==> src/rtl/token_bucket_packet_pacer_core_defines.svh <==
// assertion helpers for the token bucket pacer
`ifndef TOKEN_BUCKET_PACKET_PACER_CORE_DEFINES_SVH
`define TOKEN_BUCKET_PACKET_PACER_CORE_DEFINES_SVH

// same-cycle implication
`define TBPP_ASSERT_IMP(name, ante, cons, msg) \
  name: assert property (@(posedge clk_i) disable iff (!rst_ni) (ante) |-> (cons)) \
    else $error(msg);

// next-cycle implication
`define TBPP_ASSERT_NXT(name, ante, cons, msg) \
  name: assert property (@(posedge clk_i) disable iff (!rst_ni) (ante) |=> (cons)) \
    else $error(msg);

`endif

==> src/rtl/tbpp_pkg.sv <==
`timescale 1ns / 1ps
`default_nettype none

package tbpp_pkg;

  localparam int unsigned QueueDepthDef = 16;

  localparam int CFG_W      = 32;
  localparam int CFG_IDX_W  = 2;
  localparam int LEN_W      = 16;
  localparam int EL_W       = 32;
  localparam int ELC_W      = 31;
  localparam int TOK_W      = 34;
  localparam int BAL_W      = 33;
  localparam int QUOT_W     = 44;
  localparam int KIND_W     = 2;
  localparam int IN_DATA_W  = 48;
  localparam int OUT_DATA_W = 56;

  // 1000000 = 64 * 15625, quotient by 15625 through a reciprocal scaled by 2^71
  localparam int MUL_W    = 32;
  localparam int PRE_SH   = 6;
  localparam int SCALED_W = 57;
  localparam int RECIP_W  = 58;
  localparam int ACC_W    = 60;
  localparam int POST_SH  = 7;

  localparam logic [ELC_W-1:0]   ELAPSED_MAX = 31'd2000000000;
  localparam logic [RECIP_W-1:0] RECIP_15625 = 58'd151115727451828647;
  localparam logic [CFG_W-1:0]   MIN_BUCKET  = 32'd4096;

  typedef enum logic [CFG_IDX_W-1:0] {
    CFG_BYTE_RATE       = 2'd0,
    CFG_BUCKET_SIZE     = 2'd1,
    CFG_MAX_QUEUE_BYTES = 2'd2
  } tbpp_cfg_idx_e;

  typedef enum logic [KIND_W-1:0] {
    KIND_ACCEPT = 2'd0,
    KIND_DROP   = 2'd1,
    KIND_SENT   = 2'd2,
    KIND_IDLE   = 2'd3
  } tbpp_kind_e;

  typedef enum logic [2:0] {
    ST_IDLE,
    ST_REFILL,
    ST_CAP,
    ST_DRAIN,
    ST_SEND
  } tbpp_state_e;

  typedef enum logic [2:0] {
    RF_IDLE,
    RF_MUL,
    RF_LL,
    RF_LH,
    RF_HL,
    RF_HH
  } tbpp_refill_e;

  typedef struct packed {
    logic busy;
    logic done;
  } tbpp_refill_stat_t;

endpackage

`default_nettype wire

==> src/rtl/tbpp_len_mem.sv <==
`timescale 1ns / 1ps
`default_nettype none

module tbpp_len_mem #(
  parameter int unsigned DEPTH = tbpp_pkg::QueueDepthDef
) (
  input  logic                             clk_i,
  input  logic                             we_i,
  input  logic [$clog2(DEPTH)-1:0]         waddr_i,
  input  logic [tbpp_pkg::LEN_W-1:0]       wdata_i,
  input  logic                             re_i,
  input  logic [$clog2(DEPTH)-1:0]         raddr_i,
  output logic [tbpp_pkg::LEN_W-1:0]       rdata_o
);
  import tbpp_pkg::*;

  logic [LEN_W-1:0] mem_q [DEPTH];
  logic [LEN_W-1:0] rdata_q;

  always_ff @(posedge clk_i) begin
    if (we_i) begin
      mem_q[waddr_i] <= wdata_i;
    end
    if (re_i) begin
      rdata_q <= mem_q[raddr_i];
    end
  end

  assign rdata_o = rdata_q;

endmodule

`default_nettype wire

==> src/rtl/tbpp_refill.sv <==
`timescale 1ns / 1ps
`default_nettype none

module tbpp_refill (
  input  logic                              clk_i,
  input  logic                              rst_ni,
  input  logic                              start_i,
  input  logic [tbpp_pkg::ELC_W-1:0]        elapsed_i,
  input  logic [tbpp_pkg::CFG_W-1:0]        rate_i,
  output tbpp_pkg::tbpp_refill_stat_t       stat_o,
  output logic [tbpp_pkg::QUOT_W-1:0]       quot_o
);
  import tbpp_pkg::*;

  tbpp_refill_e        st_q, st_d;
  logic [ELC_W-1:0]    el_q, el_d;
  logic [SCALED_W-1:0] y_q, y_d;
  logic [ACC_W-1:0]    acc_q, acc_d;
  logic [QUOT_W-1:0]   quot_q, quot_d;

  logic [MUL_W-1:0]    mul_a;
  logic [MUL_W-1:0]    mul_b;
  logic [2*MUL_W-1:0]  mul_p;
  logic [2*MUL_W-1:0]  top_sum;

  // one shared 32x32 multiplier, operands picked per state
  assign mul_p   = (2*MUL_W)'(mul_a) * (2*MUL_W)'(mul_b);
  assign top_sum = (2*MUL_W)'(acc_q[ACC_W-1:MUL_W]) + mul_p;

  always_comb begin
    st_d   = st_q;
    el_d   = el_q;
    y_d    = y_q;
    acc_d  = acc_q;
    quot_d = quot_q;
    mul_a  = '0;
    mul_b  = '0;
    unique case (st_q)
      RF_IDLE: begin
        if (start_i) begin
          el_d = elapsed_i;
          st_d = RF_MUL;
        end
      end
      RF_MUL: begin
        mul_a = MUL_W'(el_q);
        mul_b = rate_i;
        y_d   = mul_p[SCALED_W+PRE_SH-1:PRE_SH];
        st_d  = RF_LL;
      end
      RF_LL: begin
        mul_a = y_q[MUL_W-1:0];
        mul_b = RECIP_15625[MUL_W-1:0];
        acc_d = ACC_W'(mul_p[2*MUL_W-1:MUL_W]);
        st_d  = RF_LH;
      end
      RF_LH: begin
        mul_a = y_q[MUL_W-1:0];
        mul_b = MUL_W'(RECIP_15625[RECIP_W-1:MUL_W]);
        acc_d = acc_q + ACC_W'(mul_p);
        st_d  = RF_HL;
      end
      RF_HL: begin
        mul_a = MUL_W'(y_q[SCALED_W-1:MUL_W]);
        mul_b = RECIP_15625[MUL_W-1:0];
        acc_d = acc_q + ACC_W'(mul_p);
        st_d  = RF_HH;
      end
      RF_HH: begin
        mul_a  = MUL_W'(y_q[SCALED_W-1:MUL_W]);
        mul_b  = MUL_W'(RECIP_15625[RECIP_W-1:MUL_W]);
        quot_d = top_sum[QUOT_W+POST_SH-1:POST_SH];
        st_d   = RF_IDLE;
      end
      default: st_d = RF_IDLE;
    endcase
  end

  always_ff @(posedge clk_i or negedge rst_ni) begin
    if (!rst_ni) begin
      st_q <= RF_IDLE;
    end else begin
      st_q <= st_d;
    end
  end

  always_ff @(posedge clk_i) begin
    el_q   <= el_d;
    y_q    <= y_d;
    acc_q  <= acc_d;
    quot_q <= quot_d;
  end

  assign stat_o.busy = st_q != RF_IDLE;
  assign stat_o.done = st_q == RF_HH;
  assign quot_o      = quot_q;

endmodule

`default_nettype wire

==> src/rtl/token_bucket_packet_pacer_core.sv <==
// an append status is registered and valid in the cycle after its transfer
// a nonzero tick runs a 32x32 multiply and a four-step reciprocal multiply
// by 1/1000000, then the bucket cap step, before draining starts
// a new item is taken only once the last one is done; a sent packet needs a queue memory
// read, then the result register, and output stalls stretch all of this
// reset: control and queue counters clear at once, tokens and bucket size load 4096, no clearing pass
`timescale 1ns / 1ps
`default_nettype none
`include "token_bucket_packet_pacer_core_defines.svh"

module token_bucket_packet_pacer_core #(
  parameter int unsigned QUEUE_DEPTH = tbpp_pkg::QueueDepthDef
) (
  input  logic                                clk_i,
  input  logic                                rst_ni,
  input  logic                                cfg_we_i,
  input  logic [tbpp_pkg::CFG_IDX_W-1:0]      cfg_idx_i,
  input  logic [tbpp_pkg::CFG_W-1:0]          cfg_data_i,
  input  logic                                s_axis_tvalid,
  output logic                                s_axis_tready,
  // pkt_length, tick_span
  input  logic [tbpp_pkg::IN_DATA_W-1:0]      s_axis_tdata,
  // func
  input  logic                                s_axis_tuser,
  output logic                                m_axis_tvalid,
  input  logic                                m_axis_tready,
  // sent_length, token_balance, zero pad
  output logic [tbpp_pkg::OUT_DATA_W-1:0]     m_axis_tdata,
  // kind
  output logic [tbpp_pkg::KIND_W-1:0]         m_axis_tuser,
  output logic                                m_axis_tlast
);
  import tbpp_pkg::*;

  localparam int PTR_W   = $clog2(QUEUE_DEPTH);
  localparam int CNT_W   = $clog2(QUEUE_DEPTH + 1);
  localparam int BYTES_W = $clog2(QUEUE_DEPTH * 65535 + 1);
  localparam int SUM_W   = QUOT_W + 2;
  localparam int PAD_W   = OUT_DATA_W - LEN_W - BAL_W;

  tbpp_state_e       state_q, state_d;
  logic [CFG_W-1:0]  byte_rate_q, byte_rate_d;
  logic [CFG_W-1:0]  bucket_q, bucket_d;
  logic [CFG_W-1:0]  max_bytes_q, max_bytes_d;
  logic [TOK_W-1:0]  tokens_q, tokens_d;
  logic [PTR_W-1:0]  head_q, head_d;
  logic [CNT_W-1:0]  count_q, count_d;
  logic [BYTES_W-1:0] bytes_q, bytes_d;
  logic              sent_q, sent_d;

  logic              m_valid_q, m_valid_d;
  tbpp_kind_e        m_kind_q, m_kind_d;
  logic [LEN_W-1:0]  m_len_q, m_len_d;
  logic [BAL_W-1:0]  m_bal_q, m_bal_d;
  logic              m_last_q, m_last_d;

  logic              out_free;
  logic              in_fire;
  logic [LEN_W-1:0]  in_len;
  logic [EL_W-1:0]   in_el;
  logic [ELC_W-1:0]  el_clamp;
  logic [PTR_W:0]    tail_sum;
  logic [PTR_W:0]    tail_wrap;
  logic [PTR_W-1:0]  tail;
  logic              drop;
  logic              tokens_pos;
  logic [TOK_W-1:0]  tok_after;
  logic              tok_after_pos;
  logic [SUM_W-1:0]  cap_sum;
  logic              cap_hit;
  logic [CFG_W-1:0]  bucket_new;

  logic              mem_we;
  logic              mem_re;
  logic [LEN_W-1:0]  mem_rdata;
  logic              refill_start;
  tbpp_refill_stat_t refill_stat;
  logic [QUOT_W-1:0] refill_quot;

  tbpp_len_mem #(
    .DEPTH (QUEUE_DEPTH)
  ) u_len_mem (
    .clk_i   (clk_i),
    .we_i    (mem_we),
    .waddr_i (tail),
    .wdata_i (in_len),
    .re_i    (mem_re),
    .raddr_i (head_q),
    .rdata_o (mem_rdata)
  );

  tbpp_refill u_refill (
    .clk_i     (clk_i),
    .rst_ni    (rst_ni),
    .start_i   (refill_start),
    .elapsed_i (el_clamp),
    .rate_i    (byte_rate_q),
    .stat_o    (refill_stat),
    .quot_o    (refill_quot)
  );

  assign out_free      = !m_valid_q || m_axis_tready;
  assign s_axis_tready = (state_q == ST_IDLE) && out_free;
  assign in_fire       = s_axis_tvalid && s_axis_tready;
  assign in_len        = s_axis_tdata[LEN_W-1:0];
  assign in_el         = s_axis_tdata[LEN_W+EL_W-1:LEN_W];
  assign el_clamp      = (in_el > {1'b0, ELAPSED_MAX}) ? ELAPSED_MAX : in_el[ELC_W-1:0];

  assign tail_sum  = (PTR_W+1)'(head_q) + (PTR_W+1)'(count_q);
  assign tail_wrap = tail_sum - (PTR_W+1)'(QUEUE_DEPTH);
  assign tail      = (tail_sum >= (PTR_W+1)'(QUEUE_DEPTH)) ? tail_wrap[PTR_W-1:0]
                                                           : tail_sum[PTR_W-1:0];

  assign drop = (in_len == '0) || (count_q == CNT_W'(QUEUE_DEPTH)) ||
                ((max_bytes_q != '0) &&
                 ((CFG_W+1)'(bytes_q) + (CFG_W+1)'(in_len) > {1'b0, max_bytes_q}));

  assign tokens_pos    = !tokens_q[TOK_W-1] && (tokens_q != '0);
  assign tok_after     = tokens_q - TOK_W'(mem_rdata);
  assign tok_after_pos = !tok_after[TOK_W-1] && (tok_after != '0);

  assign cap_sum = {{(SUM_W-TOK_W){tokens_q[TOK_W-1]}}, tokens_q} + SUM_W'(refill_quot);
  assign cap_hit = !cap_sum[SUM_W-1] && (cap_sum > SUM_W'(bucket_q));

  assign bucket_new = (cfg_data_i < MIN_BUCKET) ? MIN_BUCKET : cfg_data_i;

  always_comb begin
    state_d      = state_q;
    byte_rate_d  = byte_rate_q;
    bucket_d     = bucket_q;
    max_bytes_d  = max_bytes_q;
    tokens_d     = tokens_q;
    head_d       = head_q;
    count_d      = count_q;
    bytes_d      = bytes_q;
    sent_d       = sent_q;
    m_valid_d    = m_valid_q && !m_axis_tready;
    m_kind_d     = m_kind_q;
    m_len_d      = m_len_q;
    m_bal_d      = m_bal_q;
    m_last_d     = m_last_q;
    mem_we       = 1'b0;
    mem_re       = 1'b0;
    refill_start = 1'b0;

    unique case (state_q)
      ST_IDLE: begin
        if (in_fire) begin
          if (!s_axis_tuser) begin
            mem_we    = !drop;
            if (!drop) begin
              count_d = count_q + 1'b1;
              bytes_d = bytes_q + BYTES_W'(in_len);
            end
            m_valid_d = 1'b1;
            m_kind_d  = drop ? KIND_DROP : KIND_ACCEPT;
            m_len_d   = '0;
            m_bal_d   = tokens_q[BAL_W-1:0];
            m_last_d  = !(tokens_pos && ((count_q != '0) || !drop));
            sent_d    = 1'b1;
            state_d   = ST_DRAIN;
          end else begin
            sent_d = 1'b0;
            if (el_clamp == '0) begin
              state_d = ST_DRAIN;
            end else begin
              refill_start = 1'b1;
              state_d      = ST_REFILL;
            end
          end
        end
      end
      ST_REFILL: begin
        if (refill_stat.done) begin
          state_d = ST_CAP;
        end
      end
      ST_CAP: begin
        tokens_d = cap_hit ? TOK_W'(bucket_q) : cap_sum[TOK_W-1:0];
        state_d  = ST_DRAIN;
      end
      ST_DRAIN: begin
        if (tokens_pos && (count_q != '0)) begin
          mem_re  = 1'b1;
          state_d = ST_SEND;
        end else if (sent_q) begin
          state_d = ST_IDLE;
        end else if (out_free) begin
          m_valid_d = 1'b1;
          m_kind_d  = KIND_IDLE;
          m_len_d   = '0;
          m_bal_d   = tokens_q[BAL_W-1:0];
          m_last_d  = 1'b1;
          state_d   = ST_IDLE;
        end
      end
      ST_SEND: begin
        if (out_free) begin
          tokens_d  = tok_after;
          bytes_d   = bytes_q - BYTES_W'(mem_rdata);
          count_d   = count_q - 1'b1;
          head_d    = (head_q == PTR_W'(QUEUE_DEPTH - 1)) ? '0 : head_q + 1'b1;
          m_valid_d = 1'b1;
          m_kind_d  = KIND_SENT;
          m_len_d   = mem_rdata;
          m_bal_d   = tok_after[BAL_W-1:0];
          m_last_d  = !(tok_after_pos && (count_q != CNT_W'(1)));
          sent_d    = 1'b1;
          state_d   = ST_DRAIN;
        end
      end
      default: state_d = ST_IDLE;
    endcase

    if (cfg_we_i) begin
      unique case (cfg_idx_i)
        CFG_BYTE_RATE:       byte_rate_d = cfg_data_i;
        CFG_BUCKET_SIZE: begin
          bucket_d = bucket_new;
          tokens_d = TOK_W'(bucket_new);
        end
        CFG_MAX_QUEUE_BYTES: max_bytes_d = cfg_data_i;
        default: ;
      endcase
    end
  end

  always_ff @(posedge clk_i or negedge rst_ni) begin
    if (!rst_ni) begin
      state_q     <= ST_IDLE;
      byte_rate_q <= '0;
      bucket_q    <= MIN_BUCKET;
      max_bytes_q <= '0;
      tokens_q    <= TOK_W'(MIN_BUCKET);
      head_q      <= '0;
      count_q     <= '0;
      bytes_q     <= '0;
      sent_q      <= 1'b0;
      m_valid_q   <= 1'b0;
    end else begin
      state_q     <= state_d;
      byte_rate_q <= byte_rate_d;
      bucket_q    <= bucket_d;
      max_bytes_q <= max_bytes_d;
      tokens_q    <= tokens_d;
      head_q      <= head_d;
      count_q     <= count_d;
      bytes_q     <= bytes_d;
      sent_q      <= sent_d;
      m_valid_q   <= m_valid_d;
    end
  end

  always_ff @(posedge clk_i) begin
    m_kind_q <= m_kind_d;
    m_len_q  <= m_len_d;
    m_bal_q  <= m_bal_d;
    m_last_q <= m_last_d;
  end

  assign m_axis_tvalid = m_valid_q;
  assign m_axis_tdata  = {{PAD_W{1'b0}}, m_bal_q, m_len_q};
  assign m_axis_tuser  = m_kind_q;
  assign m_axis_tlast  = m_last_q;

  `TBPP_ASSERT_IMP(a_count_bound, 1'b1, count_q <= CNT_W'(QUEUE_DEPTH), "queue count overflow")
  `TBPP_ASSERT_IMP(a_empty_bytes, count_q == '0, bytes_q == '0, "bytes left in empty queue")
  `TBPP_ASSERT_NXT(a_send_pop, (state_q == ST_SEND) && out_free,
                   count_q == $past(count_q) - 1'b1, "send without pop")
  `TBPP_ASSERT_IMP(a_refill_idle, state_q == ST_IDLE, !refill_stat.busy,
                   "refill unit busy while idle")

endmodule

`default_nettype wire

==> config.mk <==
export PLATFORM = sky130hd
export DESIGN_NAME = token_bucket_packet_pacer_core
export DESIGN_NICKNAME = d
export VERILOG_FILES = /design/src/rtl/tbpp_pkg.sv /design/src/rtl/tbpp_len_mem.sv /design/src/rtl/tbpp_refill.sv /design/src/rtl/token_bucket_packet_pacer_core.sv
export VERILOG_INCLUDE_DIRS = /design/src /design/src/rtl
export SDC_FILE = /design/constraint.sdc
export NUM_CORES = 2
export LEC_CHECK = 0
export BUFFER_PORTS_ARGS = -buffer_cell sky130_fd_sc_hd__buf_2
export CAP_MARGIN = 20
export CORE_ASPECT_RATIO = 0.7
export CORE_MARGIN = 2
export CORE_UTILIZATION = 65
export DETAILED_ROUTE_END_ITERATION = 10
export GPL_TIMING_DRIVEN = 1
export PLACE_DENSITY = 0.86
export SYNTH_ARGS = -nofsm -noshare
export SYNTH_HDL_FRONTEND = slang
export SYNTH_SLANG_ARGS = --single-unit
==> constraint.sdc <==
create_clock -name clk_i -period 15.7 [get_ports clk_i]
set_input_delay 2.355 -clock clk_i [delete_from_list [all_inputs] [get_ports clk_i]]
set_output_delay 2.355 -clock clk_i [all_outputs]
set_load 0.01 [all_outputs]
---- Yosys cells after proc, flatten, opt, wreduce, memory -nomap -nowiden ----
Memory sizes are Yosys's and may differ from the RTL's. A register that Yosys moved wholly into a read port is not among the register bits.
Cells that the tools add are included.
Widths: inputs -> output; s select.
word-level totals
  bits in registers ....................... 411
  memory bits (writable) .................. 256
  word-level logic and storage cells ...... 192
  memories kept ........................... 1
cells by class
  magnitude comparators ................... 5
  reductions and logical operators ........ 48
  equality and inequality tests ........... 24
  multipliers ............................. 1
  add/subtract/negate cells ............... 12
  multiplexer cells ....................... 82
memories
  name             words  width  rd ports  clocked after memory_dff  wr ports  RTL line            RTL
  u_len_mem.mem_q  16     16     1         1                         1         tbpp_len_mem.sv:17  logic [LEN_W-1:0] mem_q [DEPTH];
operators with widths
  kind                  count
  $mux 33               6
  $pmux 32 s3           2
  $mux 34               4
  $pmux 60 s2           1
  $pmux 33 s3           1
  $mux 16               6
  $mux 20               4
  $pmux 34 s2           1
  $reduce_bool 34->1    2
  $mul 32x32->64        1
  $add 60x60->60        1
  $add 28x51->51        1
  $pmux 16 s3           1
  $add 34x45->46        1
  $gt 46x32->1          1
  $pmux 20 s2           1
  $sub 34x16->34        1
  $gt 21x32->1          1
  $gt 32x31->1 const B  1
  $lt 32x13->1 const B  1
  $mux 32               1
  $reduce_bool 32->1    1
  $logic_not 31->1      1
  $mux 31               1
  44 further kinds      130

---- Depth between registers and ports, before layout ----
  depth in word-level cells ............... 11
  depth in mapped cells ................... 49
  depth with buffers taken out ............ 45

---- Cells and area by module ----
Synthesis repeated with hierarchy kept, for this count alone.
unflattened totals
  cells, all modules ...................... 7,431
  area, all modules ....................... 72,076.6 µm²
modules (own cells, without submodules)
  module                          times used  area an instance (µm²)  sequential area each (µm²)  cells each
  tbpp_refill                     1           44,493.9                5,840.6                     4,972
  token_bucket_packet_pacer_core  1           17,380.4                5,667.9                     2,027
  tbpp_len_mem                    1           10,202.3                8,167.8                     432

---- Worst setup path after synthesis ----
OpenSTA, ideal clock, no wires.
  path kind ............................... flip-flop to flip-flop
  from .................................... reg u_refill.st_q[0]
  to ...................................... reg u_refill.acc_q[59], data pin
  library setup time ...................... 255 ps
  period minus slack after synthesis ...... 11,936 ps
  cell stages (with the launch flop) ...... 41
  required time ........................... 15,445 ps
  slack ................................... 3,764 ps
  data arrival time ....................... 11,681 ps
  cell sequence ........................... dfrtp_1 -> clkbuf_1 -> clkbuf_1 -> and2_1 -> clkbuf_1 -> nand2_1 -> clkbuf_1 -> nor2_1 -> fa_1 -> inv_1 -> fa_1 -> fa_1 -> fa_1 -> inv_1 -> fa_1 -> fa_1 -> fa_1 -> inv_1 -> [... 5 more ...] -> nor4_2 -> a41oi_1 -> a31oi_1 -> o21ai_0 -> o311a_1 -> o31ai_1 -> xor2_1 -> ha_1 -> a21oi_1 -> o21bai_1 -> a21o_1 -> a21o_1 -> a21oi_1 -> nor2_1 -> a211o_1 -> a41oi_1 -> xnor3_1 -> and2_1
on the way
  word-level cells in the longest chain between the ends .. 6
  elaborated cells between the ends (all ways) .. 15
  classes of those cells .................. 1 x add/sub; 1 x mul; 5 x eq/ne; 3 x mux; 5 x reduce/logical
RTL lines
  element                                   RTL line                              RTL
  start, declared                           tbpp_refill.sv:15                     tbpp_refill_e st_q, st_d;
  start signal, assigned                    tbpp_refill.sv:83                     st_q <= st_d;
  $eq 3x3->1 or $eq 3x2->1 (tied branches)  tbpp_refill.sv:38                     unique case (st_q)
  $reduce_or 2->1 (no line)                 n/a
  $pmux 32 s3                               tbpp_refill.sv:38
  $mul 32x32->64 (*)                        tbpp_refill.sv:27                     assign mul_p = (2*MUL_W)'(mul_a) * (2*MUL_W)'(mul_b);
  net u_refill.mul_p[52]                    tbpp_refill.sv:23                     logic [2*MUL_W-1:0] mul_p;
  $add 60x60->60 (*)                        tbpp_refill.sv:60, tbpp_refill.sv:66
  $pmux 60 s2 (*)                           tbpp_refill.sv:38
  end signal, assigned                      tbpp_refill.sv:90                     acc_q <= acc_d;
  end, declared                             tbpp_refill.sv:18                     logic [ACC_W-1:0] acc_q, acc_d;
The timed path passes the listed nets; every way through them passes the cells marked *.
A chain may end at the register's enable or synchronous reset.

---- Worst setup path after layout ----
  from .................................... reg u_refill.st_q[1]
  to ...................................... reg u_refill.acc_q[59], data pin
Same word-level chain as after synthesis.

==> summary by stage <==
STA
The number of endpoints failing setup at the final stage is 0. The final critical-path required period is 13.54 ns. The hold violation total from the final report is 0. For this run, the top clock speed supported by timing is 73.83 MHz. Setup repair after global routing left no endpoint under its margin. The clock skew after layout is 0.08779 ns. In this run the tightest slew margin relative to its limit is 20.82%. The transition time at the pin with the least slew margin is 1.188 ns.

The final count of pins violating max slew is 0. Setup slack closes at 2.155 ns. For the final routed database, the setup TNS stands at 0 ns. The final critical path takes up 86.27% of the cycle.

Logic synthesis
In the synthesized netlist the dominant register cell turns out to be sky130_fd_sc_hd__edfxtp_1. The area share of and/or/nand/nor cells after synthesis is 13.72%. Synthesis inferred 683 register bits. The dominant cell type by area after synthesis is sky130_fd_sc_hd__fa_1.

The fraction of post-synthesis cell area in the top cell type by area is 25.01%. Of all flip-flops after synthesis, the portion carrying an async set or reset was 24.45%. The share of the synthesized area in compound gates (AO/OA/AOI/OAI) is 10.72%. The xor/xnor share of the synthesized area is 3.500%. The cell count after synthesis is 7538. The largest family of logic cells by synthesized area is adder cells. The number of enable flip-flop cells after synthesis is 516. In the post-synthesis netlist, the cell with the most instances is sky130_fd_sc_hd__inv_1.

The part of the Yosys area used for sequential elements is 27.25%. For this run, the number of Yosys warnings is 0. Measured against the total synthesized area, the mux share comes to 3.476%. Sorting the synthesized cells by how often they occur yields sky130_fd_sc_hd__inv_1 (1060), sky130_fd_sc_hd__fa_1 (902), sky130_fd_sc_hd__nand2_1 (881), sky130_fd_sc_hd__nor2_1 (862), sky130_fd_sc_hd__edfxtp_1 (516). Summing the areas of all fa, ha and maj instances in the mapped netlist gives 33.81% of the synthesized area.

The synthesized netlist contains 98 unique library cells. By area the synthesized netlist is led by sky130_fd_sc_hd__fa_1 (25%), sky130_fd_sc_hd__edfxtp_1 (21%), sky130_fd_sc_hd__ha_1 (8.8%). Dividing the synthesized area by the synthesized cell count gives 9.579 um^2.

Summing every instance area after synthesis gives 0.07221 mm^2.

Placement
Summing all placed instances gives a cell area of 0.07493 mm^2. In this run the tool buffered the top-level ports with 141 buffer cells. OpenSTA, run right after detailed placement, puts the worst setup slack at 2.714 ns. The HPWL after detailed placement is 196300 um. The final estimated routing congestion in global placement is 1.084.

GRT
The number of global-route vias before repair is 58425. The first global-routing pass estimated 375700 um of wire. After global routing the overflow that remains totals 0. The total global-route track usage is 45.21%.

The number of antenna violations at the first check in global routing is 19. The largest net degree at the start of global routing is 99.

Floorplanning
The full die area is 0.1138 mm^2. The height of the die is 282.9 um. In this run the count of I/O pins placed on the die edge is 149.

The row count is 102. The chip width is 402.4 um. The area of the core is 0.1104 mm^2. Once the floorplan was initialized, standard cells occupied 65.41% of the core.

Clocking
The source-to-sink clock delay at the later pin of the worst-skew pair is 0.73 ns. The root buffer cell chosen for the clock tree is sky130_fd_sc_hd__clkbuf_16. The buffer levels on the longest clock path is 3. The H-tree was split into 2 levels. The number of instances resized during post-cts repair is 0.

The number of clock sinks is 683. TritonCTS built the clock tree. The number of buffers inserted by post-CTS setup repair is 0. After clock tree synthesis, the clock-pin slew on the worst setup and hold paths is 0.07 ns. Clock tree synthesis inserted a total of 61 buffers. Hold repair after CTS inserted 0 buffers.

Drt
The final route contains 59484 vias. For this run, design rule violations remaining after detail routing come to 0. For this block, the initial DRC count from the detailed router was 8834.

Summed over all layers, the routed wires come to 255500 um. The first detailed-routing pass ran for 9 iterations. The via-per-instance ratio is 6.549. In the final routed layout, each cell accounts on average for 28.13 um. The residual antenna-violating net count after detailed routing is 0.

Cells and area
The number of nets in the layout is 9062. Once layout is done, the placed cells without fillers occupy 0.07722 mm^2. The synthesis-to-layout area growth is 6.936%.

In the final layout, the share of cells above drive strength 1 is 8.468%. Fill cells in the final layout number 8218.

Setup path
The critical path's most frequent cell is sky130_fd_sc_hd__fa_1. The path type of the worst setup path is flop to flop. For the worst setup path, the data arrival time is 13.98 ns.

At the worst endpoint, the required time is 16.13 ns. STA classifies the critical path startpoint as a flop. The biggest cell delay along the critical path is 0.76 ns.

The sort of element at the end of the critical path is a flop. The biggest fanout along the worst timing path is 28. Among all stages on the critical path, the largest delay is contributed by sky130_fd_sc_hd__a311oi_1.

Hold path
In this run the worst hold path is classified as flop to flop.

Status
The flow ran to the end, and the final reports show no timing, DRC or antenna violations.

Flow run
Max-cap violations in this run came to 0.
[critical path: cells and delay by family, from the launching register on]
kind            cells  cell delay [ns]
compound gates     12             3.16
xor+xnor            2             0.84
fa+ha+maj          10             4.60
buf+inv             9             1.78
flops               1             0.56
simple gates        8             2.30
[cell families (layout without fill, tap and decap cells)]
kind of cell,count (synthesis),count (layout)
compound gates,1238,1238
xor+xnor,287,287
fa+ha+maj,1410,1410
buf+inv,1432,1498
flops,683,683
mux,200,200
other cells,2,25
simple gates,2286,2286
[worst paths after layout]
path / endpoint / startpoint / depth (start not counted) / slack, ns
setup / recovery: u_refill.acc_q[59] / u_refill.st_q[1] / 41 / 2.16
min in group asynchronous: bucket_q[28] / rst_ni / 1 / 1.78
max in group asynchronous: u_refill.st_q[1] / rst_ni / 2 / 12.19
setup reg to reg: u_refill.acc_q[59] / u_refill.st_q[1] / 41 / 2.16
hold reg to reg: max_bytes_q[28] / max_bytes_q[28] / 1 / 0.50
hold / removal: max_bytes_q[28] / max_bytes_q[28] / 1 / 0.50
[through the flow]
| step | util, % | instances | hold WS (ns) |
|---|---|---|---|
| after CTS | 69.79 | 9066 | 0.5017 |
| final | 69.95 | 9083 | 0.5020 |
| after floorplan | - | 7551 | 0.4701 |
| after global placement | 67.86 | 8949 | 0.4814 |
| after global routing | 69.92 | 9073 | 0.5229 |
| after detailed placement | 67.87 | 8950 | 0.4874 |
[final cells by class]
class	count	area (um^2)	area share (%)
antenna	10	25.02	0.03241
clock buffer	79	1695	2.196
clock inverter	37	415.4	0.5380
inverter	1062	3986	5.163
multi-input combinational	5436	47430	61.42
sequential	683	19680	25.49
tap	1456	1822	2.359
timing repair buffer	320	2160	2.797
[routing by layer]
metal / routed length [um] / share of wire (%) / up-vias / global-route usage [%]
met1: 98320 / 38 / 29197 / 64.28
li1: - / - / 24883 / -
met5: 430 / 0.17 / - / 1.713
met2: 100600 / 39 / 4601 / 60.79
met4: 10500 / 4.1 / 28 / 15.06
met3: 45690 / 18 / 775 / 20.95
[flip-flops by register name, indices dropped and copies added, names as in the netlist]
name and flops:
m_bal_q 33, sent_q 1, head_q 4, max_bytes_q 32, tokens_q 34, m_axis_tvalid 1, state_q 3, u_refill.quot_o 44
u_refill.el_q 31, bucket_q 32, byte_rate_q 32, m_axis_tuser 2, u_len_mem.rdata_o 16, m_len_q 16, u_len_mem.mem_q 256, u_refill.st_q 3
u_refill.acc_q 60, m_axis_tlast 1, count_q 5, bytes_q 20, u_refill.y_q 57
[layout by cell type (no fill, tap or decap), types with 62 or more instances in the layout]
| master | netlist | layout |
|---|---|---|
| sky130_fd_sc_hd__dfrtp_1 | 165 | 161 |
| sky130_fd_sc_hd__xnor2_1 | 179 | 179 |
| sky130_fd_sc_hd__mux2_2 | 86 | 86 |
| sky130_fd_sc_hd__nor2_1 | 862 | 857 |
| sky130_fd_sc_hd__buf_2 | 6 | 140 |
| sky130_fd_sc_hd__xor2_1 | 107 | 107 |
| sky130_fd_sc_hd__ha_1 | 508 | 508 |
| sky130_fd_sc_hd__nand3_1 | 79 | 79 |
| sky130_fd_sc_hd__buf_4 | 8 | 171 |
| sky130_fd_sc_hd__mux2i_1 | 82 | 82 |
| sky130_fd_sc_hd__nand2_1 | 881 | 880 |
| sky130_fd_sc_hd__o21ai_0 | 263 | 259 |
| sky130_fd_sc_hd__a21o_1 | 182 | 182 |
| sky130_fd_sc_hd__a21oi_1 | 395 | 372 |
| sky130_fd_sc_hd__edfxtp_1 | 516 | 516 |
| sky130_fd_sc_hd__fa_1 | 902 | 902 |
| sky130_fd_sc_hd__clkbuf_16 | 0 | 62 |
| sky130_fd_sc_hd__inv_1 | 1060 | 1060 |
| sky130_fd_sc_hd__nor3_1 | 73 | 68 |
Power is left out: the tool's default activity adds up to more than one toggle a clock period on the data nets, which glitch-free logic cannot reach.
